### config.mk
export PLATFORM = sky130hd
export DESIGN_NAME = tlb_lookup_insert_fifo_core
export DESIGN_NICKNAME = d
export VERILOG_FILES = /design/src/design/tlbf_pkg.sv /design/src/design/tlbf_ctrl.sv /design/src/design/tlbf_datapath.sv /design/src/design/tlb_lookup_insert_fifo_core.sv
export VERILOG_INCLUDE_DIRS = /design/src /design/src/design
export SDC_FILE = /design/constraint.sdc
export NUM_CORES = 1
export LEC_CHECK = 0
export ABC_AREA = 1
export BUFFER_PORTS_ARGS = -buffer_cell sky130_fd_sc_hd__buf_4
export CORE_MARGIN = 2
export CORE_UTILIZATION = 35
export CTS_CLUSTER_DIAMETER = 200
export CTS_CLUSTER_SIZE = 8
export DETAILED_ROUTE_END_ITERATION = 7
export REMOVE_ABC_BUFFERS = 1
export SETUP_SLACK_MARGIN = 0.2
export SKIP_LAST_GASP = 1
export SYNTH_ARGS = -nofsm -noshare
export SYNTH_HDL_FRONTEND = slang
export SYNTH_SLANG_ARGS = --single-unit
### constraint.sdc
create_clock -name clk_i -period 14.4 [get_ports clk_i]
set_input_delay 4.32 -clock clk_i [delete_from_list [all_inputs] [get_ports clk_i]]
set_output_delay 4.32 -clock clk_i [all_outputs]
set_load 0.02 [all_outputs]
### src/design/assert_macros.svh
// ----------------------------------------------------------------------------
// assert_macros.svh
// Assertion macros shared by the TLB lookup/insert core.
// ----------------------------------------------------------------------------
`ifndef ASSERT_MACROS_SVH
`define ASSERT_MACROS_SVH

// Clocked assertion that is switched off while reset is held.
`define TLBF_ASSERT(lbl, clk, rstn, prop, msg) \
  lbl: assert property (@(posedge clk) disable iff (!rstn) prop) else $error(msg);

// Clocked assertion that also holds during reset.
`define TLBF_ASSERT_ALWAYS(lbl, clk, prop, msg) \
  lbl: assert property (@(posedge clk) prop) else $error(msg);

`endif

### src/design/tlbf_pkg.sv
// ----------------------------------------------------------------------------
// tlbf_pkg
// Shared constants and controller/datapath link types for the TLB core.
// ----------------------------------------------------------------------------
package tlbf_pkg;

  localparam int unsigned TLBF_ENTRIES    = 16;
  localparam int unsigned TLBF_VPAGE_W    = 20;
  localparam int unsigned TLBF_PAGE_SHIFT = 12;
  localparam int unsigned TLBF_PPAGE_W    = 18;
  localparam int unsigned TLBF_PADDR_W    = TLBF_PPAGE_W + TLBF_PAGE_SHIFT;
  localparam int unsigned TLBF_SLOT_W     = 4;
  localparam int unsigned TLBF_CNT_W      = 32;

  // Beat widths, packed fields padded up to whole bytes.
  localparam int unsigned TLBF_S_FIELDS_W = TLBF_VPAGE_W + TLBF_PAGE_SHIFT + TLBF_PPAGE_W;
  localparam int unsigned TLBF_S_TDATA_W  = ((TLBF_S_FIELDS_W + 7) / 8) * 8;
  localparam int unsigned TLBF_M_FIELDS_W = TLBF_PADDR_W + TLBF_SLOT_W + 2 * TLBF_CNT_W;
  localparam int unsigned TLBF_M_TDATA_W  = ((TLBF_M_FIELDS_W + 7) / 8) * 8;

  // Command codes carried in the input tuser bit.
  localparam logic TLBF_CMD_LOOKUP = 1'b0;
  localparam logic TLBF_CMD_INSERT = 1'b1;

  // Commands from the controller to the datapath.
  typedef struct packed {
    logic load;   // capture the incoming item
    logic exec;   // run the captured item and load the result register
  } tlbf_cmd_t;

  // Status from the datapath to the controller.
  typedef struct packed {
    logic out_free;  // result register can take a new result this cycle
  } tlbf_sts_t;

endpackage

### src/design/tlbf_ctrl.sv
// ----------------------------------------------------------------------------
// tlbf_ctrl
// Two-state controller: capture an item, then execute it once the result
// register has room.
// ----------------------------------------------------------------------------
`include "assert_macros.svh"

module tlbf_ctrl
  import tlbf_pkg::*;
(
  input  logic      clk_i,
  input  logic      rst_ni,
  input  logic      in_valid_i,
  output logic      in_ready_o,
  input  tlbf_sts_t sts_i,
  output tlbf_cmd_t cmd_o
);

  typedef enum logic [1:0] {
    S_IDLE = 2'b01,
    S_EXEC = 2'b10
  } state_e;

  state_e state_q, state_d;

  assign in_ready_o = (state_q == S_IDLE);
  assign cmd_o.load = in_valid_i && in_ready_o;
  assign cmd_o.exec = (state_q == S_EXEC) && sts_i.out_free;

  always_comb begin
    state_d = state_q;
    case (state_q)
      S_IDLE: begin
        if (cmd_o.load) begin
          state_d = S_EXEC;
        end
      end
      S_EXEC: begin
        if (sts_i.out_free) begin
          state_d = S_IDLE;
        end
      end
      default: begin
        state_d = S_IDLE;
      end
    endcase
  end

  always_ff @(posedge clk_i or negedge rst_ni) begin
    if (!rst_ni) begin
      state_q <= S_IDLE;
    end else begin
      state_q <= state_d;
    end
  end

  // An accepted item must be executed next, never dropped back to idle.
  `TLBF_ASSERT(a_load_to_exec, clk_i, rst_ni, cmd_o.load |=> (state_q == S_EXEC), "load did not enter execute")
  // A stalled item stays in execute until the result register frees up.
  `TLBF_ASSERT(a_exec_holds, clk_i, rst_ni, ((state_q == S_EXEC) && !sts_i.out_free) |=> (state_q == S_EXEC), "stalled item lost")

endmodule

### src/design/tlbf_datapath.sv
// ----------------------------------------------------------------------------
// tlbf_datapath
// Item register, entry store with parallel tag compare, replacement pointer,
// counters and the result register.
// ----------------------------------------------------------------------------
`include "assert_macros.svh"

module tlbf_datapath
  import tlbf_pkg::*;
#(
  parameter int unsigned ENTRIES = TLBF_ENTRIES
) (
  input  logic                       clk_i,
  input  logic                       rst_ni,
  input  tlbf_cmd_t                  cmd_i,
  output tlbf_sts_t                  sts_o,
  input  logic                       in_cmd_i,
  input  logic [TLBF_VPAGE_W-1:0]    in_vpage_i,
  input  logic [TLBF_PAGE_SHIFT-1:0] in_offset_i,
  input  logic [TLBF_PPAGE_W-1:0]    in_ppage_i,
  input  logic                       out_ready_i,
  output logic                       out_valid_o,
  output logic                       out_hit_o,
  output logic [TLBF_PADDR_W-1:0]    out_paddr_o,
  output logic [TLBF_SLOT_W-1:0]     out_slot_o,
  output logic [TLBF_CNT_W-1:0]      out_access_o,
  output logic [TLBF_CNT_W-1:0]      out_miss_o
);

  localparam int unsigned IdxW = $clog2(ENTRIES);

  // Captured item.
  logic                       item_cmd_q;
  logic [TLBF_VPAGE_W-1:0]    item_vpage_q;
  logic [TLBF_PAGE_SHIFT-1:0] item_offset_q;
  logic [TLBF_PPAGE_W-1:0]    item_ppage_q;

  // Entry store.
  logic [ENTRIES-1:0]      valid_q, valid_d;
  logic [TLBF_VPAGE_W-1:0] tag_q   [ENTRIES];
  logic [TLBF_PPAGE_W-1:0] frame_q [ENTRIES];
  logic [IdxW-1:0]         victim_q, victim_d;
  logic [TLBF_CNT_W-1:0]   lookup_cnt_q, lookup_cnt_d;
  logic [TLBF_CNT_W-1:0]   miss_cnt_q, miss_cnt_d;

  // Search results.
  logic [ENTRIES-1:0]      match, match_oh, free, free_oh, victim_oh, wr_oh, wr_en;
  logic                    hit, any_free, is_lookup, is_insert;
  logic [IdxW-1:0]         hit_idx, free_idx, wr_idx, slot_idx;
  logic [TLBF_PPAGE_W-1:0] frame_sel;
  logic [TLBF_SLOT_W+IdxW-1:0] slot_wide;

  // Result register.
  logic                    out_valid_q, out_valid_d;
  logic                    out_hit_q;
  logic [TLBF_PADDR_W-1:0] out_paddr_q;
  logic [TLBF_SLOT_W-1:0]  out_slot_q;
  logic [TLBF_CNT_W-1:0]   out_access_q, out_miss_q;

  assign sts_o.out_free = !out_valid_q || out_ready_i;

  always_ff @(posedge clk_i) begin
    if (cmd_i.load) begin
      item_cmd_q    <= in_cmd_i;
      item_vpage_q  <= in_vpage_i;
      item_offset_q <= in_offset_i;
      item_ppage_q  <= in_ppage_i;
    end
  end

  assign is_lookup = cmd_i.exec && (item_cmd_q == TLBF_CMD_LOOKUP);
  assign is_insert = cmd_i.exec && (item_cmd_q == TLBF_CMD_INSERT);

  // Compare every entry at once, then isolate the lowest set bit.
  always_comb begin
    for (int i = 0; i < ENTRIES; i++) begin
      match[i]     = valid_q[i] && (tag_q[i] == item_vpage_q);
      victim_oh[i] = (victim_q == IdxW'(i));
    end
  end

  assign free     = ~valid_q;
  assign match_oh = match & (~match + ENTRIES'(1));
  assign free_oh  = free & (~free + ENTRIES'(1));
  assign hit      = |match;
  assign any_free = |free;

  always_comb begin
    hit_idx   = '0;
    free_idx  = '0;
    frame_sel = '0;
    for (int i = 0; i < ENTRIES; i++) begin
      if (match_oh[i]) begin
        hit_idx = hit_idx | IdxW'(i);
      end
      if (free_oh[i]) begin
        free_idx = free_idx | IdxW'(i);
      end
      frame_sel = frame_sel | ({TLBF_PPAGE_W{match_oh[i]}} & frame_q[i]);
    end
  end

  // Inserts fill the lowest empty slot, else the round-robin victim.
  assign wr_oh  = any_free ? free_oh : victim_oh;
  assign wr_idx = any_free ? free_idx : victim_q;
  assign wr_en  = {ENTRIES{is_insert}} & wr_oh;

  assign valid_d = valid_q | wr_en;

  always_comb begin
    victim_d = victim_q;
    if (is_insert && !any_free) begin
      victim_d = (victim_q == IdxW'(ENTRIES - 1)) ? '0 : victim_q + IdxW'(1);
    end
  end

  assign lookup_cnt_d = is_lookup ? lookup_cnt_q + TLBF_CNT_W'(1) : lookup_cnt_q;
  assign miss_cnt_d   = (is_lookup && !hit) ? miss_cnt_q + TLBF_CNT_W'(1) : miss_cnt_q;

  // Slot number reported is the low bits of the entry index.
  assign slot_idx  = is_lookup ? (hit ? hit_idx : '0) : wr_idx;
  assign slot_wide = {TLBF_SLOT_W'(0), slot_idx};

  always_ff @(posedge clk_i or negedge rst_ni) begin
    if (!rst_ni) begin
      valid_q      <= '0;
      victim_q     <= '0;
      lookup_cnt_q <= '0;
      miss_cnt_q   <= '0;
      out_valid_q  <= 1'b0;
    end else begin
      valid_q      <= valid_d;
      victim_q     <= victim_d;
      lookup_cnt_q <= lookup_cnt_d;
      miss_cnt_q   <= miss_cnt_d;
      out_valid_q  <= out_valid_d;
    end
  end

  always_ff @(posedge clk_i) begin
    for (int i = 0; i < ENTRIES; i++) begin
      if (wr_en[i]) begin
        tag_q[i]   <= item_vpage_q;
        frame_q[i] <= item_ppage_q;
      end
    end
  end

  always_comb begin
    out_valid_d = out_valid_q;
    if (cmd_i.exec) begin
      out_valid_d = 1'b1;
    end else if (out_ready_i) begin
      out_valid_d = 1'b0;
    end
  end

  always_ff @(posedge clk_i) begin
    if (cmd_i.exec) begin
      out_hit_q    <= is_lookup && hit;
      out_paddr_q  <= (is_lookup && hit) ? {frame_sel, item_offset_q} : '0;
      out_slot_q   <= slot_wide[TLBF_SLOT_W-1:0];
      out_access_q <= lookup_cnt_d;
      out_miss_q   <= miss_cnt_d;
    end
  end

  assign out_valid_o  = out_valid_q;
  assign out_hit_o    = out_hit_q;
  assign out_paddr_o  = out_paddr_q;
  assign out_slot_o   = out_slot_q;
  assign out_access_o = out_access_q;
  assign out_miss_o   = out_miss_q;

  // The round-robin pointer never names a slot beyond the store.
  `TLBF_ASSERT(a_victim_range, clk_i, rst_ni, (victim_q <= IdxW'(ENTRIES - 1)), "victim pointer out of range")
  // A result is only loaded when the previous one is gone or leaving.
  `TLBF_ASSERT(a_no_overwrite, clk_i, rst_ni, cmd_i.exec |-> (!out_valid_q || out_ready_i), "result overwritten")
  // Inserts leave both counters alone.
  `TLBF_ASSERT(a_insert_counts, clk_i, rst_ni, is_insert |=> ($stable(lookup_cnt_q) && $stable(miss_cnt_q)), "insert changed counters")

endmodule

### src/design/tlb_lookup_insert_fifo_core.sv
// ----------------------------------------------------------------------------
// tlb_lookup_insert_fifo_core
// Fully associative TLB with round-robin replacement and access/miss counters.
// ----------------------------------------------------------------------------
//
//   Channel  Dir  Beat contents
//   s_axis   in   tuser: cmd (0 lookup, 1 insert); tdata: virt_page, page_offset,
//                 phys_page
//   m_axis   out  tuser: hit; tdata: xlat_addr, slot_used, access_total,
//                 miss_total
//
// Each item is first captured from the beat, then executed: all tags
// are compared in parallel and the entry store, pointer and counters update.
// That single compare-and-update pass through the entry store sets the rate.
// The result sits in an output register, so the next beat is accepted while
// the previous result still waits; a stalled output holds an item in execute.
// Reset clears the valid bits, the replacement pointer and both counters.
//
module tlb_lookup_insert_fifo_core
  import tlbf_pkg::*;
#(
  parameter int unsigned ENTRIES = TLBF_ENTRIES
) (
  input  logic                      clk_i,
  input  logic                      rst_ni,
  input  logic                      s_axis_tvalid,
  output logic                      s_axis_tready,
  // [19:0] virt_page, [31:20] page_offset, [49:32] phys_page, [55:50] zero
  input  logic [TLBF_S_TDATA_W-1:0] s_axis_tdata,
  // [0] cmd
  input  logic                      s_axis_tuser,
  output logic                      m_axis_tvalid,
  input  logic                      m_axis_tready,
  // [29:0] xlat_addr, [33:30] slot_used, [65:34] access_total,
  // [97:66] miss_total, [103:98] zero
  output logic [TLBF_M_TDATA_W-1:0] m_axis_tdata,
  // [0] hit
  output logic                      m_axis_tuser
);

  localparam int unsigned OffLo  = TLBF_VPAGE_W;
  localparam int unsigned PpgLo  = OffLo + TLBF_PAGE_SHIFT;
  localparam int unsigned PadW   = TLBF_M_TDATA_W - TLBF_M_FIELDS_W;

  tlbf_cmd_t cmd;
  tlbf_sts_t sts;

  logic [TLBF_PADDR_W-1:0] out_paddr;
  logic [TLBF_SLOT_W-1:0]  out_slot;
  logic [TLBF_CNT_W-1:0]   out_access, out_miss;

  tlbf_ctrl u_ctrl (
    .clk_i      (clk_i),
    .rst_ni     (rst_ni),
    .in_valid_i (s_axis_tvalid),
    .in_ready_o (s_axis_tready),
    .sts_i      (sts),
    .cmd_o      (cmd)
  );

  tlbf_datapath #(
    .ENTRIES (ENTRIES)
  ) u_datapath (
    .clk_i        (clk_i),
    .rst_ni       (rst_ni),
    .cmd_i        (cmd),
    .sts_o        (sts),
    .in_cmd_i     (s_axis_tuser),
    .in_vpage_i   (s_axis_tdata[TLBF_VPAGE_W-1:0]),
    .in_offset_i  (s_axis_tdata[PpgLo-1:OffLo]),
    .in_ppage_i   (s_axis_tdata[PpgLo+TLBF_PPAGE_W-1:PpgLo]),
    .out_ready_i  (m_axis_tready),
    .out_valid_o  (m_axis_tvalid),
    .out_hit_o    (m_axis_tuser),
    .out_paddr_o  (out_paddr),
    .out_slot_o   (out_slot),
    .out_access_o (out_access),
    .out_miss_o   (out_miss)
  );

  // Result fields packed from the lowest bit up, zero padded to bytes.
  assign m_axis_tdata = {PadW'(0), out_miss, out_access, out_slot, out_paddr};

endmodule
==> results.py <==
metrics = {
    "outcome": {
        "status": "finished clean",
    },
    "final_layout": {
        "finalNetCount": 3441,
        "num-fill-cells": 9523,
        "final_common_cell": "nand2_1",
        "final_area_um2": 41900,
        "n_antenna_cell": 0,
        "layout_common_cells": "nand2_1, edfxtp_1, nor2_1",
        "area_delta_synth_final_pct": 16.9,
        "post_route_cells_drive_above_1_share": 0.126,
    },
    "job": {
        "maxCapViolCount": 0,
    },
    "clocking": {
        "ctsRootBufferMaster": "clkbuf_16",
        "cts-resized-gates": 0,
        "cts_setup_buffers": 0,
        "clk_latency_ps": 700,
        "clock_sinks": 845,
        "clkTransAtPathRegs_ps": 50,
        "htreeDepth": 3,
        "cts_tree": "done",
        "numCtsBuffers": 115,
        "cts_buffer_depth": 3,
        "ctsHoldBuffers": 0,
    },
    "floorplan": {
        "die_height_um": 324,
        "start_util": 0.353,
        "core_area_um2": 102000,
        "die-area_um2": 105000,
        "num_rows": 117,
        "die_width_um": 324,
        "pin_count": 168,
    },
    "critical_path": {
        "r2r-start": "u_datapath.item_vpage_q[12]$_DFFE_PP_",
        "r2r-end": "u_datapath.out_miss_o[22]$_DFFE_PP_",
        "cp_slowest_cell": "o31ai_4",
        "end_kind": "flop",
        "path_max_fanout": 21,
        "arrival_ps": 7710,
        "max_stage_delay_ps": 860,
        "r2r_slack_ps": 8760,
        "crit_path_start_kind": "input port",
        "crit_family": "buffers and inverters",
        "cp.required_ps": 14730,
        "path_cells": "buf_4 > nor2_1 > nor2_4 > inv_1 > nor2_1 > inv_1 > nor2_1 > inv_1 > o31ai_4 > buf_4",
        "r2r_cells": 20,
        "crit_buf_inv": 5,
        "path_class": "in -> reg",
    },
    "drt": {
        "drt_iter0_drc": 2409,
        "ant_nets": 0,
        "post-route-drc-count": 0,
        "drt-vias-per-instance": 4.94,
        "dr_total_vias": 23800,
        "wl_um": 94600,
        "avgRoutedWirePerCell_um": 19.6,
        "drt-pass1-iter-count": 5,
    },
    "grt": {
        "grt_pass1_vias": 23000,
        "grt_pass1_wl_um": 141000,
        "grtUsageTotal": 0.179,
        "antenna_found_initial": 1,
        "grt_overflow": 0,
        "grt_max_degree": 58,
    },
    "place": {
        "gp_congestion": 0.850,
        "io_buffers": 155,
        "dp_hpwl_um": 55400,
        "pre_cts_slack_ps": 6280,
        "dpl_cell_area_um2": 38600,
    },
    "sta": {
        "fin_crit_sh": 0.513,
        "fmax_ghz": 0.135,
        "fin_setup_tns_ps": 0,
        "rsz0062_at_grt": "false",
        "slew_viol_final": 0,
        "relSlewSlack": 0.212,
        "fin_worst_skew_ps": 45.9,
        "setup_viol_count_final": 0,
        "tightest_slew_ps": 1180,
        "hold_viol_final": 0,
        "min_period_ps": 7390,
        "fin_ws_ps": 7010,
    },
    "logic_synthesis": {
        "yosys_warnings": 0,
        "async_flop_share": 0.103,
        "synthFlopType": "edfxtp_1",
        "synth_edf_count": 758,
        "ys_ff_latch": 845,
        "yosysSeqAreaShare": 0.695,
        "syn_area_um2": 35900,
        "syn_area_per_cell_um2": 11.4,
        "synth_cell_types": 52,
        "syn_inst": 3158,
    },
    "pwr": {
        "power.density_nw_per_um2": 133,
        "p_leak_uw": 0.0162,
        "max-vdd-ir-drop_mv": 0.122,
    },
    "hold_path": {
        "worstHoldPathCells": 1,
        "min_from": "u_datapath.lookup_cnt_q[31]$_DFF_PN0_",
        "hold_path_class": "reg -> reg",
        "min_to": "u_datapath.lookup_cnt_q[31]$_DFF_PN0_",
    },
}
## power by group
part	total, µW	switching (µW)	internal [µW]
combinational	288	207	81.3
clock	2490	1010	1480
sequential	2790	47.0	2740
total	5570	1270	4300
## synthesized netlist by cell type (all sizes together) (7+ instances only)
library cell	instances	share of area
nor2	338	0.038
dfrtp	86	0.060
o211ai	7	0.0015
xnor2	65	0.016
clkbuf	13	0.0014
nand4	76	0.013
inv	280	0.029
nand2	770	0.081
edfxtp	758	0.63
nor3	53	0.0092
nand3	305	0.044
nand3b	7	0.0015
or2	26	0.0045
o21ai	161	0.023
xor2	52	0.013
nor4	9	0.0017
buf	98	0.018
o22ai	15	0.0026
a21oi	16	0.0025
## through the flow
stage	util	total power, µW	hold slack (ps)	cells
floorplan	-	2960	439	3052
global placement	0.380	3110	458	4625
detailed placement	0.380	3120	468	4625
CTS	0.412	5620	476	4815
global route	0.412	5740	503	4815
finish	0.412	5570	468	4815
## logic make-up after synthesis
| logic type | synth area share |
|---|---|
| flip-flops | 0.695 |
| other | 0.000105 |
| buffers and inverters | 0.0485 |
| XOR/XNOR | 0.0286 |
| adder cells (fa/ha/maj) | 0.00209 |
| AND/OR/NAND/NOR | 0.194 |
| AO/OA/AOI/OAI | 0.0314 |
## cell type report
class | instances | area, µm² | area share
Clock buffer | 183 | 3150 | 0.0752
Clock inverter | 7 | 144 | 0.00343
Inverter | 281 | 1050 | 0.0252
Multi-Input combinational cell | 1926 | 9380 | 0.224
Sequential cell | 845 | 24900 | 0.595
Tap cell | 1368 | 1710 | 0.0408
Timing Repair Buffer | 205 | 1540 | 0.0367
## metal layers
| layer | GRT usage | vias up | share of wire |
|---|---|---|---|
| met3 | 0.0334 | 177 | 0.082 |
| met5 | 0 | - | 0 |
| met4 | 0.0657 | 0 | 0.031 |
| met1 | 0.248 | 11400 | 0.43 |
| met2 | 0.282 | 986 | 0.46 |
| li1 | - | 11200 | - |
## how the worst max path moves through the flow
stage                  startpoint  slack (ps)  depth (start not counted)                                    end
CTS                 m_axis_tready        6990                         15  u_datapath.out_access_o[30]$_DFFE_PP_
global placement    m_axis_tready        6380                         15  u_datapath.out_access_o[30]$_DFFE_PP_
floorplan           m_axis_tready        2970                          8    u_datapath.frame_q[1][72]$_DFFE_PP_
global route        m_axis_tready        6670                         15  u_datapath.out_access_o[30]$_DFFE_PP_
detailed placement  m_axis_tready        6280                         15  u_datapath.out_access_o[30]$_DFFE_PP_
finish              m_axis_tready        7010                         10      u_datapath.tag_q[1][92]$_DFFE_PP_
## sequential cells by signal (all words and copies together), names as in the netlist, 12 cells and up
register                  cells
u_datapath.lookup_cnt_q      32
u_datapath.item_offset_q     12
u_datapath.item_ppage_q      18
u_datapath.frame_q          288
u_datapath.valid_q           16
u_datapath.out_access_o      32
u_datapath.out_paddr_o       30
u_datapath.out_miss_o        32
u_datapath.tag_q            320
u_datapath.miss_cnt_q        32
u_datapath.item_vpage_q      20
Note: power is estimated with default switching activity, not from simulation.
